`config.mk`:
```
export PLATFORM = sky130hd
export DESIGN_NAME = joystick_axis_center_deadband
export DESIGN_NICKNAME = d
export VERILOG_FILES = /design/src/hw/rtl/jacd_pkg.sv /design/src/hw/rtl/jacd_datapath.sv /design/src/hw/rtl/jacd_ctrl.sv /design/src/hw/rtl/joystick_axis_center_deadband.sv
export SDC_FILE = /design/constraint.sdc
export NUM_CORES = 1
export LEC_CHECK = 0
export BUFFER_PORTS_ARGS = -buffer_cell sky130_fd_sc_hd__buf_2
export CORE_ASPECT_RATIO = 0.5
export CORE_UTILIZATION = 65
export DETAILED_ROUTE_END_ITERATION = 12
export PLACE_DENSITY = 0.89
export SLEW_MARGIN = 0
export SYNTH_ARGS = -nofsm -noshare
export SYNTH_HDL_FRONTEND = slang
export SYNTH_SLANG_ARGS = --single-unit
```
`constraint.sdc`:
```
create_clock -name i_clk -period 10.84 [get_ports i_clk]
set_input_delay 1.084 -clock i_clk [delete_from_list [all_inputs] [get_ports i_clk]]
set_output_delay 1.084 -clock i_clk [all_outputs]
set_load 0.005 [all_outputs]
```
`src/hw/rtl/jacd_pkg.sv`:
```
`timescale 1ns / 1ps

package jacd_pkg;

    // Geometry of the data path.
    localparam int NUM_AXES_DEF = 2;
    localparam int SAMPLE_W     = 12;
    localparam int QUO_W        = 12;
    localparam int DIV_STEPS    = QUO_W;
    localparam int NUM_W        = SAMPLE_W + DIV_STEPS - 1;
    localparam int CNT_W        = $clog2(DIV_STEPS);
    localparam int CFG_ADDR_W   = 2;
    localparam int TDATA_W      = ((SAMPLE_W + 7) / 8) * 8;

    // Mapping constants.
    localparam logic [SAMPLE_W-1:0] FULL_SCALE = 12'd4095;
    localparam logic [SAMPLE_W-1:0] MID_LOW    = 12'd2047;

    // Register reset values.
    localparam logic [SAMPLE_W-1:0] CENTER_X_RST = 12'd1895;
    localparam logic [SAMPLE_W-1:0] CENTER_Y_RST = 12'd1793;
    localparam logic [SAMPLE_W-1:0] DEADBAND_RST = 12'((4096 / 128) - 1);

    // Register indexes.
    localparam logic [CFG_ADDR_W-1:0] CFG_CENTER_X = 2'd0;
    localparam logic [CFG_ADDR_W-1:0] CFG_CENTER_Y = 2'd1;
    localparam logic [CFG_ADDR_W-1:0] CFG_DEADBAND = 2'd2;

    typedef enum logic [1:0] {
        ST_IDLE,
        ST_DIV,
        ST_DECIDE,
        ST_HOLD
    } t_state;

    typedef struct packed {
        logic load;
        logic step;
        logic commit;
        logic push;
    } t_dp_cmd;

    typedef struct packed {
        logic emit;
        logic out_free;
    } t_dp_status;

endpackage

```
`src/hw/rtl/jacd_datapath.sv`:
```
`timescale 1ns / 1ps

module jacd_datapath #(
    parameter int NUM_AXES = jacd_pkg::NUM_AXES_DEF
) (
    input  logic                             i_clk,
    input  logic                             i_rst_n,
    input  logic                             i_cfg_we,
    input  logic [jacd_pkg::CFG_ADDR_W-1:0]  i_cfg_addr,
    input  logic [jacd_pkg::SAMPLE_W-1:0]    i_cfg_wdata,
    input  logic                             i_in_axis,
    input  logic [jacd_pkg::SAMPLE_W-1:0]    i_in_sample,
    input  jacd_pkg::t_dp_cmd                i_cmd,
    output jacd_pkg::t_dp_status             o_status,
    input  logic                             i_out_ready,
    output logic                             o_out_valid,
    output logic                             o_out_axis,
    output logic [jacd_pkg::SAMPLE_W-1:0]    o_out_level
);
    import jacd_pkg::*;

    logic [SAMPLE_W-1:0] r_center_x;
    logic [SAMPLE_W-1:0] r_center_y;
    logic [SAMPLE_W-1:0] r_deadband;
    logic [SAMPLE_W-1:0] r_level [NUM_AXES];

    logic                r_axis;
    logic                r_upper;
    logic                r_zero;
    logic [NUM_W-1:0]    r_rem;
    logic [NUM_W-1:0]    r_dvs;
    logic [QUO_W-1:0]    r_quo;

    logic                r_out_valid;
    logic                r_out_axis;
    logic [SAMPLE_W-1:0] r_out_level;

    logic [SAMPLE_W-1:0] center;
    logic                upper;
    logic [NUM_W-1:0]    samp_ext;
    logic [NUM_W-1:0]    n_rem_load;
    logic [NUM_W-1:0]    n_dvs_load;
    logic                ge;
    logic [SAMPLE_W-1:0] mapped;
    logic [SAMPLE_W-1:0] level_cur;
    logic [SAMPLE_W-1:0] diff;
    logic                axis_ok;
    logic                out_free;

    always_ff @(posedge i_clk) begin
        if (!i_rst_n) begin
            r_center_x <= CENTER_X_RST;
            r_center_y <= CENTER_Y_RST;
            r_deadband <= DEADBAND_RST;
        end else if (i_cfg_we) begin
            unique case (i_cfg_addr)
                CFG_CENTER_X: r_center_x <= i_cfg_wdata;
                CFG_CENTER_Y: r_center_y <= i_cfg_wdata;
                CFG_DEADBAND: r_deadband <= i_cfg_wdata;
                default: ;
            endcase
        end
    end

    // The numerator is the scaled sample offset, the divisor the segment span.
    // Both are aligned so that the quotient falls out in twelve restoring steps.
    always_comb begin
        center   = i_in_axis ? r_center_y : r_center_x;
        upper    = i_in_sample > center;
        samp_ext = NUM_W'(i_in_sample);
        if (upper) begin
            n_rem_load = NUM_W'(i_in_sample - center) << (DIV_STEPS - 1);
            n_dvs_load = NUM_W'(FULL_SCALE - center) << (DIV_STEPS - 1);
        end else begin
            n_rem_load = (samp_ext << (SAMPLE_W - 1)) - samp_ext;
            n_dvs_load = NUM_W'(center) << (DIV_STEPS - 1);
        end
    end

    assign ge = r_rem >= r_dvs;

    always_ff @(posedge i_clk) begin
        if (i_cmd.load) begin
            r_axis  <= i_in_axis;
            r_upper <= upper;
            r_zero  <= !upper && (center == '0);
            r_rem   <= n_rem_load;
            r_dvs   <= n_dvs_load;
            r_quo   <= '0;
        end else if (i_cmd.step) begin
            if (ge) begin
                r_rem <= r_rem - r_dvs;
            end
            r_dvs <= r_dvs >> 1;
            r_quo <= {r_quo[QUO_W-2:0], ge};
        end
    end

    always_comb begin
        if (r_zero) begin
            mapped = '0;
        end else if (r_upper) begin
            mapped = r_quo + MID_LOW;
        end else begin
            mapped = r_quo;
        end
    end

    always_comb begin
        level_cur = '0;
        for (int i = 0; i < NUM_AXES; i++) begin
            if (r_axis == 1'(i)) begin
                level_cur = r_level[i];
            end
        end
    end

    assign axis_ok = int'(r_axis) < NUM_AXES;
    assign diff    = (mapped > level_cur) ? (mapped - level_cur) : (level_cur - mapped);

    always_ff @(posedge i_clk) begin
        if (!i_rst_n) begin
            for (int i = 0; i < NUM_AXES; i++) begin
                r_level[i] <= '0;
            end
        end else if (i_cmd.commit) begin
            for (int i = 0; i < NUM_AXES; i++) begin
                if (r_axis == 1'(i)) begin
                    r_level[i] <= mapped;
                end
            end
        end
    end

    assign out_free = !r_out_valid || i_out_ready;

    always_ff @(posedge i_clk) begin
        if (!i_rst_n) begin
            r_out_valid <= 1'b0;
        end else if (i_cmd.push) begin
            r_out_valid <= 1'b1;
        end else if (i_out_ready) begin
            r_out_valid <= 1'b0;
        end
    end

    always_ff @(posedge i_clk) begin
        if (i_cmd.push) begin
            r_out_axis  <= r_axis;
            r_out_level <= mapped;
        end
    end

    assign o_status.emit     = axis_ok && (diff > r_deadband);
    assign o_status.out_free = out_free;
    assign o_out_valid       = r_out_valid;
    assign o_out_axis        = r_out_axis;
    assign o_out_level       = r_out_level;

endmodule

```
`src/hw/rtl/jacd_ctrl.sv`:
```
`timescale 1ns / 1ps

module jacd_ctrl (
    input  logic                  i_clk,
    input  logic                  i_rst_n,
    input  logic                  i_in_valid,
    output logic                  o_in_ready,
    input  jacd_pkg::t_dp_status  i_status,
    output jacd_pkg::t_dp_cmd     o_cmd
);
    import jacd_pkg::*;

    t_state           r_state;
    t_state           n_state;
    logic [CNT_W-1:0] r_cnt;
    logic [CNT_W-1:0] n_cnt;

    always_ff @(posedge i_clk) begin
        if (!i_rst_n) begin
            r_state <= ST_IDLE;
            r_cnt   <= '0;
        end else begin
            r_state <= n_state;
            r_cnt   <= n_cnt;
        end
    end

    always_comb begin
        n_state    = r_state;
        n_cnt      = r_cnt;
        o_cmd      = '0;
        o_in_ready = 1'b0;
        unique case (r_state)
            ST_IDLE: begin
                o_in_ready = 1'b1;
                if (i_in_valid) begin
                    o_cmd.load = 1'b1;
                    n_cnt      = CNT_W'(DIV_STEPS - 1);
                    n_state    = ST_DIV;
                end
            end
            ST_DIV: begin
                o_cmd.step = 1'b1;
                if (r_cnt == '0) begin
                    n_state = ST_DECIDE;
                end else begin
                    n_cnt = r_cnt - 1'b1;
                end
            end
            ST_DECIDE: begin
                if (i_status.emit) begin
                    // The level is committed now; the word may still wait for the output.
                    o_cmd.commit = 1'b1;
                    if (i_status.out_free) begin
                        o_cmd.push = 1'b1;
                        n_state    = ST_IDLE;
                    end else begin
                        n_state = ST_HOLD;
                    end
                end else begin
                    n_state = ST_IDLE;
                end
            end
            ST_HOLD: begin
                if (i_status.out_free) begin
                    o_cmd.push = 1'b1;
                    n_state    = ST_IDLE;
                end
            end
            default: begin
                n_state = ST_IDLE;
            end
        endcase
    end

endmodule

```
`src/hw/rtl/joystick_axis_center_deadband.sv`:
```
`timescale 1ns / 1ps

// Channel   Direction  Ports            Contents
// s_axis    in         tdata, tuser     tdata[11:0] raw_sample; tuser axis
// m_axis    out        tdata, tuser     tdata[11:0] level; tuser out_axis
// cfg       in         we, addr, wdata  0 center_x, 1 center_y, 2 deadband
//
// Each accepted word passes through a load step, twelve steps of the restoring divider
// that forms the mapped level, and one decide step.
// The divider handles one word at a time, so a new word is taken only after the last is done.
// A stalled output holds the decided word; the next input waits until it is taken.
// Reset is synchronous and active low; it restores the register defaults and clears
// both stored levels to zero.

module joystick_axis_center_deadband #(
    parameter int NUM_AXES = jacd_pkg::NUM_AXES_DEF
) (
    input  logic                             i_clk,
    input  logic                             i_rst_n,
    input  logic                             i_s_axis_tvalid,
    output logic                             o_s_axis_tready,
    input  logic [jacd_pkg::TDATA_W-1:0]     i_s_axis_tdata,  // [11:0] raw_sample
    input  logic                             i_s_axis_tuser,  // [0] axis
    output logic                             o_m_axis_tvalid,
    input  logic                             i_m_axis_tready,
    output logic [jacd_pkg::TDATA_W-1:0]     o_m_axis_tdata,  // [11:0] level
    output logic                             o_m_axis_tuser,  // [0] out_axis
    input  logic                             i_cfg_we,
    input  logic [jacd_pkg::CFG_ADDR_W-1:0]  i_cfg_addr,
    input  logic [jacd_pkg::SAMPLE_W-1:0]    i_cfg_wdata
);
    import jacd_pkg::*;

    t_dp_cmd             cmd;
    t_dp_status          status;
    logic [SAMPLE_W-1:0] out_level;

    jacd_ctrl u_ctrl (
        .i_clk      (i_clk),
        .i_rst_n    (i_rst_n),
        .i_in_valid (i_s_axis_tvalid),
        .o_in_ready (o_s_axis_tready),
        .i_status   (status),
        .o_cmd      (cmd)
    );

    jacd_datapath #(
        .NUM_AXES (NUM_AXES)
    ) u_datapath (
        .i_clk       (i_clk),
        .i_rst_n     (i_rst_n),
        .i_cfg_we    (i_cfg_we),
        .i_cfg_addr  (i_cfg_addr),
        .i_cfg_wdata (i_cfg_wdata),
        .i_in_axis   (i_s_axis_tuser),
        .i_in_sample (i_s_axis_tdata[SAMPLE_W-1:0]),
        .i_cmd       (cmd),
        .o_status    (status),
        .i_out_ready (i_m_axis_tready),
        .o_out_valid (o_m_axis_tvalid),
        .o_out_axis  (o_m_axis_tuser),
        .o_out_level (out_level)
    );

    assign o_m_axis_tdata = TDATA_W'(out_level);

`ifndef SYNTHESIS
    a_no_accept_while_dividing: assert property (@(posedge i_clk) disable iff (!i_rst_n)
        cmd.step |-> !o_s_axis_tready)
        else $error("input accepted while the divider is running");

    a_accept_starts_division: assert property (@(posedge i_clk) disable iff (!i_rst_n)
        (i_s_axis_tvalid && o_s_axis_tready) |=> cmd.step)
        else $error("accepted word did not start the divider");

    a_push_only_when_free: assert property (@(posedge i_clk) disable iff (!i_rst_n)
        cmd.push |-> (!o_m_axis_tvalid || i_m_axis_tready))
        else $error("result pushed over an untaken output word");

    a_push_shows_valid: assert property (@(posedge i_clk) disable iff (!i_rst_n)
        cmd.push |=> o_m_axis_tvalid)
        else $error("pushed result not presented on the output");
`endif

endmodule
```
=== Word level (Yosys, flattened, before mapping) ===
Memories as Yosys holds them, arrays and structs flattened.
Cells that the tools add are included.

* Eq/ne operators: 9
* Add/subtract/negate cells: 8
* Bitwise operators: 2
* Reductions and logical operators: 18
* $lt $le $gt $ge: 4
* Multiplexer cells: 42

{| class="wikitable"
|+ Operators by type and width
! cell !! number
|-
| two-way mux 23 bit || 7
|-
| two-way mux 12 bit || 7
|-
| greater-than comparator 12 bit || 3
|-
| subtractor 12 bit || 3
|-
| >= comparator 23 bit || 1
|-
| subtractor 23 x 12 -> 23 bit || 1
|-
| subtractor 23 bit || 1
|-
| two-way mux 1 bit || 17
|-
| adder 12 x 11 -> 12 bit (second input constant) || 1
|-
| zero test 12 bit || 1
|-
| two-way mux 2 bit || 6
|-
| subtractor 12 bit (first input constant) || 1
|-
| two-way mux 4 bit || 2
|-
| case mux 2 bit (4 select lines) || 1
|-
| case mux 4 bit (2 select lines) || 1
|-
| AND reduction 2 bit || 4
|-
| nonzero test 2 bit || 4
|-
| equality test 2 bit (second input constant) || 3
|-
| AND reduction 3 bit || 2
|-
| equality test 2 x 1 -> 1 bit (second input constant) || 2
|-
| zero test 2 bit || 2
|-
| zero test 4 bit || 1
|-
| != test 2 x 1 -> 1 bit (second input constant) || 2
|-
| != test 2 bit (second input constant) || 2
|-
| 6 further kinds || 8
|}

* Register bits: 117
* Output and inout bits: 19
* Input bits: 36
* Logic and storage cells: 98
* Bits in writable memories: 24
* Memories: 1

{| class="wikitable"
|+ Memory list
! memory !! depth !! bits a word !! rd ports !! clocked after Yosys merged registers in !! wr ports !! line !! source
|-
| u_datapath.r_level || 2 || 12 || 2 || 0 || 2 || jacd_datapath.sv:25 || <nowiki>logic [SAMPLE_W-1:0] r_level [NUM_AXES];</nowiki>
|}

=== Logic depth before layout (Yosys ltp) ===
* Depth after elaboration: 12
* Depth in mapped cells: 24

=== Hierarchy ===
From an unflattened synthesis, not the netlist that was laid out.

* Cell total of the unflattened synthesis: 1,068
* Area total of the unflattened synthesis: 9,708.1 um2

{| class="wikitable"
|+ Modules (own cells, without submodules)
! module !! cells each !! area each (um2) !! sequential area each (um2) !! times used
|-
| jacd_datapath || 1,020 || 9,295.2 || 3,563.4 || 1
|-
| jacd_ctrl || 43 || 379.1 || 120.1 || 1
|-
| joystick_axis_center_deadband || 5 || 33.8 || 0.0 || 1
|}

=== Least setup slack after synthesis ===
Ideal clock, no wire load.

* Path kind: register to register
* Start point: register u_datapath.r_quo[2]
* End point: memory u_datapath.r_level[0][0], enable pin
* Path buffers: 2
* Arrival: 4.942 ns
* Path slack: 5.501 ns
* Clock period less this slack: 5.339 ns
* Cell stages (with the launch flop): 23
* Path through: dfxtp_1 -> nor3_1 -> and3_1 -> xnor2_1 -> or2_2 -> ha_1 -> buf_6 -> a211oi_2 -> nor2_1 -> a211o_1 -> a21oi_1 -> nor2_1 -> buf_6 -> mux2i_1 -> xor2_1 -> ha_1 -> a21o_1 -> a21o_1 -> a21oi_1 -> or2_2 -> a31oi_1 -> nand2b_1 -> o21ai_0

{| class="wikitable"
|+ RTL lines
! element !! line !! source
|-
| from (decl) || jacd_datapath.sv:32 || <nowiki>logic [QUO_W-1:0] r_quo;</nowiki>
|-
| from (signal assigned) || jacd_datapath.sv:95 || <nowiki>r_quo <= {r_quo[QUO_W-2:0], ge};</nowiki>
|-
| to (decl) || jacd_datapath.sv:25 ||
|}

==> impl_metrics.csv <==
group,metric,value,unit
sta,slew_headroom,0.144,
die,core,14500,um^2
power_and_ir_drop,pwr-share-seq,0.298,
clock_tree,tritoncts.num_buffers,17,
flow_run,maxCapViolations,0,
power_and_ir_drop,cellLeakagePower,4.40,nW
clock_tree,tritoncts,"done",
die,die_area,15400,um^2
synthesis,async_flop_share,0,
routing,drtAntennaViolNets,0,
grt,grt_max_degree,57,
synthesis,yosys.area.top_type,"edfxtp_1",
critical_path,start_kind,"flop",
critical_path,slowest_delay,980,ps
routing,via_per_inst,6.23,
sta,fin_crit_sh,0.618,
final_layout,drive_above_1_share,0.101,
sta,tightest_slew,1280,ps
sta,holdWs,471,ps
power_and_ir_drop,clock_power_share,0.224,
grt,met1_usage,0.391,
sta,max_freq,149,MHz
critical_path,required,10880,ps
final_layout,fillerInstances,1061,
die,die_h,88.3,um
critical_path,crit_path_end_kind,"flop",
synthesis,yosysUniqueCellTypes,72,
synthesis,syn_inst,1088,
clock_tree,cts_setup_buffers,0,
sta,slew_violations,0,
grt,grtUsageTotal,0.315,
placed_design,place.gp.congestion,0.932,
critical_path,path_class,"reg -> reg",
power_and_ir_drop,p_switching,1.01,mW
sta,layout_min_cycle_time,6690,ps
grt,grt_pass1_wl,38000,um
synthesis,ys.warnings.count,0,
power_and_ir_drop,swShare,0.404,
clock_tree,ctsHoldBuffers,0,
clock_tree,clockBufferDepth,2,
routing,dr.pass1.iters,6,
synthesis,synth_area,9690,um^2
synthesis,synth_ff_type,"edfxtp_1",
final_layout,fin_nets,1218,
grt,grt_pass1_vias,7792,
clock_tree,htree_levels,4,
clock_tree,clk_pin_slew,70,ps
routing,wirelength,23900,um
sta,setup_tns,0,ps
placed_design,port_buffers,46,
routing,drc_errors,0,
grt,overflow,0,
final_layout,diodes,0,
synthesis,synth-seq-cells,141,
power_and_ir_drop,p_int,1.49,mW
grt,top_usage_layer,"met2",
critical_path,cpMaxStageDelayCell,"nor2_1",
routing,wl_per_cell,18.2,um
placed_design,dp_cells,1282,
die,die_width,175,um
synthesis,synth_top_area_share,0.267,
die,initial_core_util,0.668,
routing,drtIter0Drc,766,
clock_tree,clkLatencyLatePin,430,ps
synthesis,synth_edf_count,86,
die,row_count,31,
sta,finalHoldViolCount,0,
synthesis,syn_avg_cell_area,8.91,um^2
grt,antenna_found_initial,0,
power_and_ir_drop,power_density,239,nW/um^2
grt,grt_use_met2,0.550,
sta,setup_viol,0,
power_and_ir_drop,power,2.51,mW
worst_hold_path,hp-class,"reg -> reg",
run_status,status,"complete, no violations",
final_layout,syn2layout_area_growth,8.35,%
power_and_ir_drop,vdd_ir_drop_max,154,uV
critical_path,crit_fanout,13,
final_layout,layout.cells.non_filler,1314,
synthesis,yosys-top-cells-area,"edfxtp_1 (27%), dfxtp_1 (11%), ha_1 (9.7%), nand2_1 (5.8%), a21oi_1 (3.7%)",
critical_path,arrival,6740,ps
synthesis,ys_seq_area_frac,0.380,
power_and_ir_drop,comb_power_share,0.479,
clock_tree,ctsRootBufferMaster,"clkbuf_16",
critical_path,crit_chain,"nor3_1, nand3_1, or3_1, a21o_1, ha_1, o21ai_0, nor2_1, a211o_1, a21oi_1, nor2_1, mux2i_1, xor2_1, ha_1, a21o_1, a21o_1, a21oi_1, or2_2, a31oi_1, a21oi_1, nor2_1",
routing,num_vias,8186,
clock_tree,cts.sinks,141,
sta,skew,12.9,ps
sta,rsz0062_at_grt,"false",
placed_design,dp_hpwl,16800,um
die,pin_count,55,
grt,use_met3,0.0528,
clock_tree,cts_resized,0,
## routing by layer
layer	share of wire	routed length, um	vias up
li1	-	-	3889
met1	0.43	10200	3908
met2	0.49	11600	314
met3	0.054	1290	75
met4	0.034	810	0
met5	0	0	-
## path summary, 6_finish.rpt
check / startpoint / to / cells after the start / slack, ps
worst max-delay path: u_datapath.r_quo[2] / u_datapath.o_out_level[4] / 20 / 4150
worst min-delay path: u_datapath.r_center_y[11] / u_datapath.r_center_y[11] / 2 / 470
worst max register to register: u_datapath.r_quo[2] / u_datapath.o_out_level[4] / 20 / 4150
worst min register to register: u_datapath.r_center_y[11] / u_datapath.r_center_y[11] / 2 / 470
## per-stage QoR
stage | util | instance area, um^2 | worst slack (ps)
after floorplan | - | 9700 | 5500
after global placement | 0.685 | 9940 | 4490
after detailed placement | 0.685 | 9940 | 4310
after CTS | 0.724 | 10500 | 4260
after global routing | 0.724 | 10500 | 3770
final | 0.724 | 10500 | 4150
## registers in the layout, summed over array words and instances, names as in the netlist
name,count
u_ctrl.r_cnt,4
u_ctrl.r_state,2
u_datapath.o_out_axis,1
u_datapath.o_out_level,12
u_datapath.o_out_valid,1
u_datapath.r_axis,1
u_datapath.r_center_x,12
u_datapath.r_center_y,12
u_datapath.r_deadband,12
u_datapath.r_dvs,23
u_datapath.r_level,24
u_datapath.r_quo,12
u_datapath.r_rem,23
u_datapath.r_upper,1
u_datapath.r_zero,1
## power groups by stage
stage	clock [mW]	combinational, mW	sequential, mW
CTS	0.561	1.18	0.745
finish	0.560	1.20	0.746
floorplan	0	0.924	0.739
global route	0.583	1.32	0.754
global placement	0	1.12	0.749
detailed placement	0	1.16	0.755
## cell type report
type                    count  area [um^2]  area share
multi-input cells         815         5460       0.520
flip-flops and latches    141         3680       0.351
clock buffers              17          425      0.0405
inverters                  77          289      0.0275
repair buffers             51          268      0.0255
well taps                 198          248      0.0236
clock inverters            15          130      0.0124
## cells in the final DEF (no fill, tap or decap), types with 8 or more instances in the layout
| cell | instances |
|---|---|
| nand3_1 | 27 |
| o22ai_1 | 12 |
| nor4_1 | 10 |
| mux2_2 | 11 |
| or2_2 | 9 |
| nor2b_1 | 8 |
| dfxtp_1 | 55 |
| clkbuf_16 | 17 |
| nor3_1 | 15 |
| a211oi_1 | 10 |
| inv_1 | 76 |
| a21boi_0 | 22 |
| buf_2 | 46 |
| o21ai_0 | 47 |
| o31ai_1 | 8 |
| nand2b_1 | 17 |
| o21a_1 | 8 |
| or3_1 | 11 |
| nor2_1 | 71 |
| edfxtp_1 | 86 |
| a21oi_1 | 71 |
| nand2_1 | 149 |
| xor2_1 | 38 |
| xnor2_1 | 30 |
| mux2i_1 | 29 |
| a31oi_1 | 11 |
| nand4_1 | 19 |
| a21o_1 | 24 |
| ha_1 | 75 |
## synthesized netlist by cell type, types with 4 or more instances
master    instances
nand2b_1         17
a211oi_1         10
and2_1            4
edfxtp_1         86
nor2_1           71
o21ai_0          47
buf_2            11
and3_1            7
clkbuf_1         36
or3_1            11
or2_2             9
nor3_1           15
inv_1            76
dfxtp_1          55
fa_1              4
nand3_1          27
nand2_1         149
o21a_1            8
nor2b_1           8
a21o_1           24
o22ai_1          12
mux2_2           11
buf_4             4
o211ai_1          7
nand3b_1          7
ha_1             75
a21boi_0         22
xor2_1           38
nor4_1           10
a31oi_1          11
xnor2_1          30
o31ai_1           8
a21oi_1          71
nor3b_1           4
nand4_1          19
mux2i_1          29
## cells by family after synthesis
logic type               count (synthesis)  synth area share
AND/OR/NAND/NOR                        367             0.179
multiplexers                            40            0.0427
flip-flops                             141             0.380
other                                    1          0.000387
adder cells (fa/ha/maj)                 79             0.105
XOR/XNOR                                68            0.0615
buffers and inverters                  135            0.0580
AO/OA/AOI/OAI                          257             0.174
## worst max-delay path: cells and delay by family, from the launching register on
kind | cells | cell delay (ps)
adders and majority gates | 2 | 750
xor gates and xnor gates | 1 | 190
DFF | 1 | 370
AOI/OAI and AO/OA | 9 | 1410
and+or+nand+nor | 7 | 3360
muxes | 1 | 210
(Power assumes the default switching activity.)
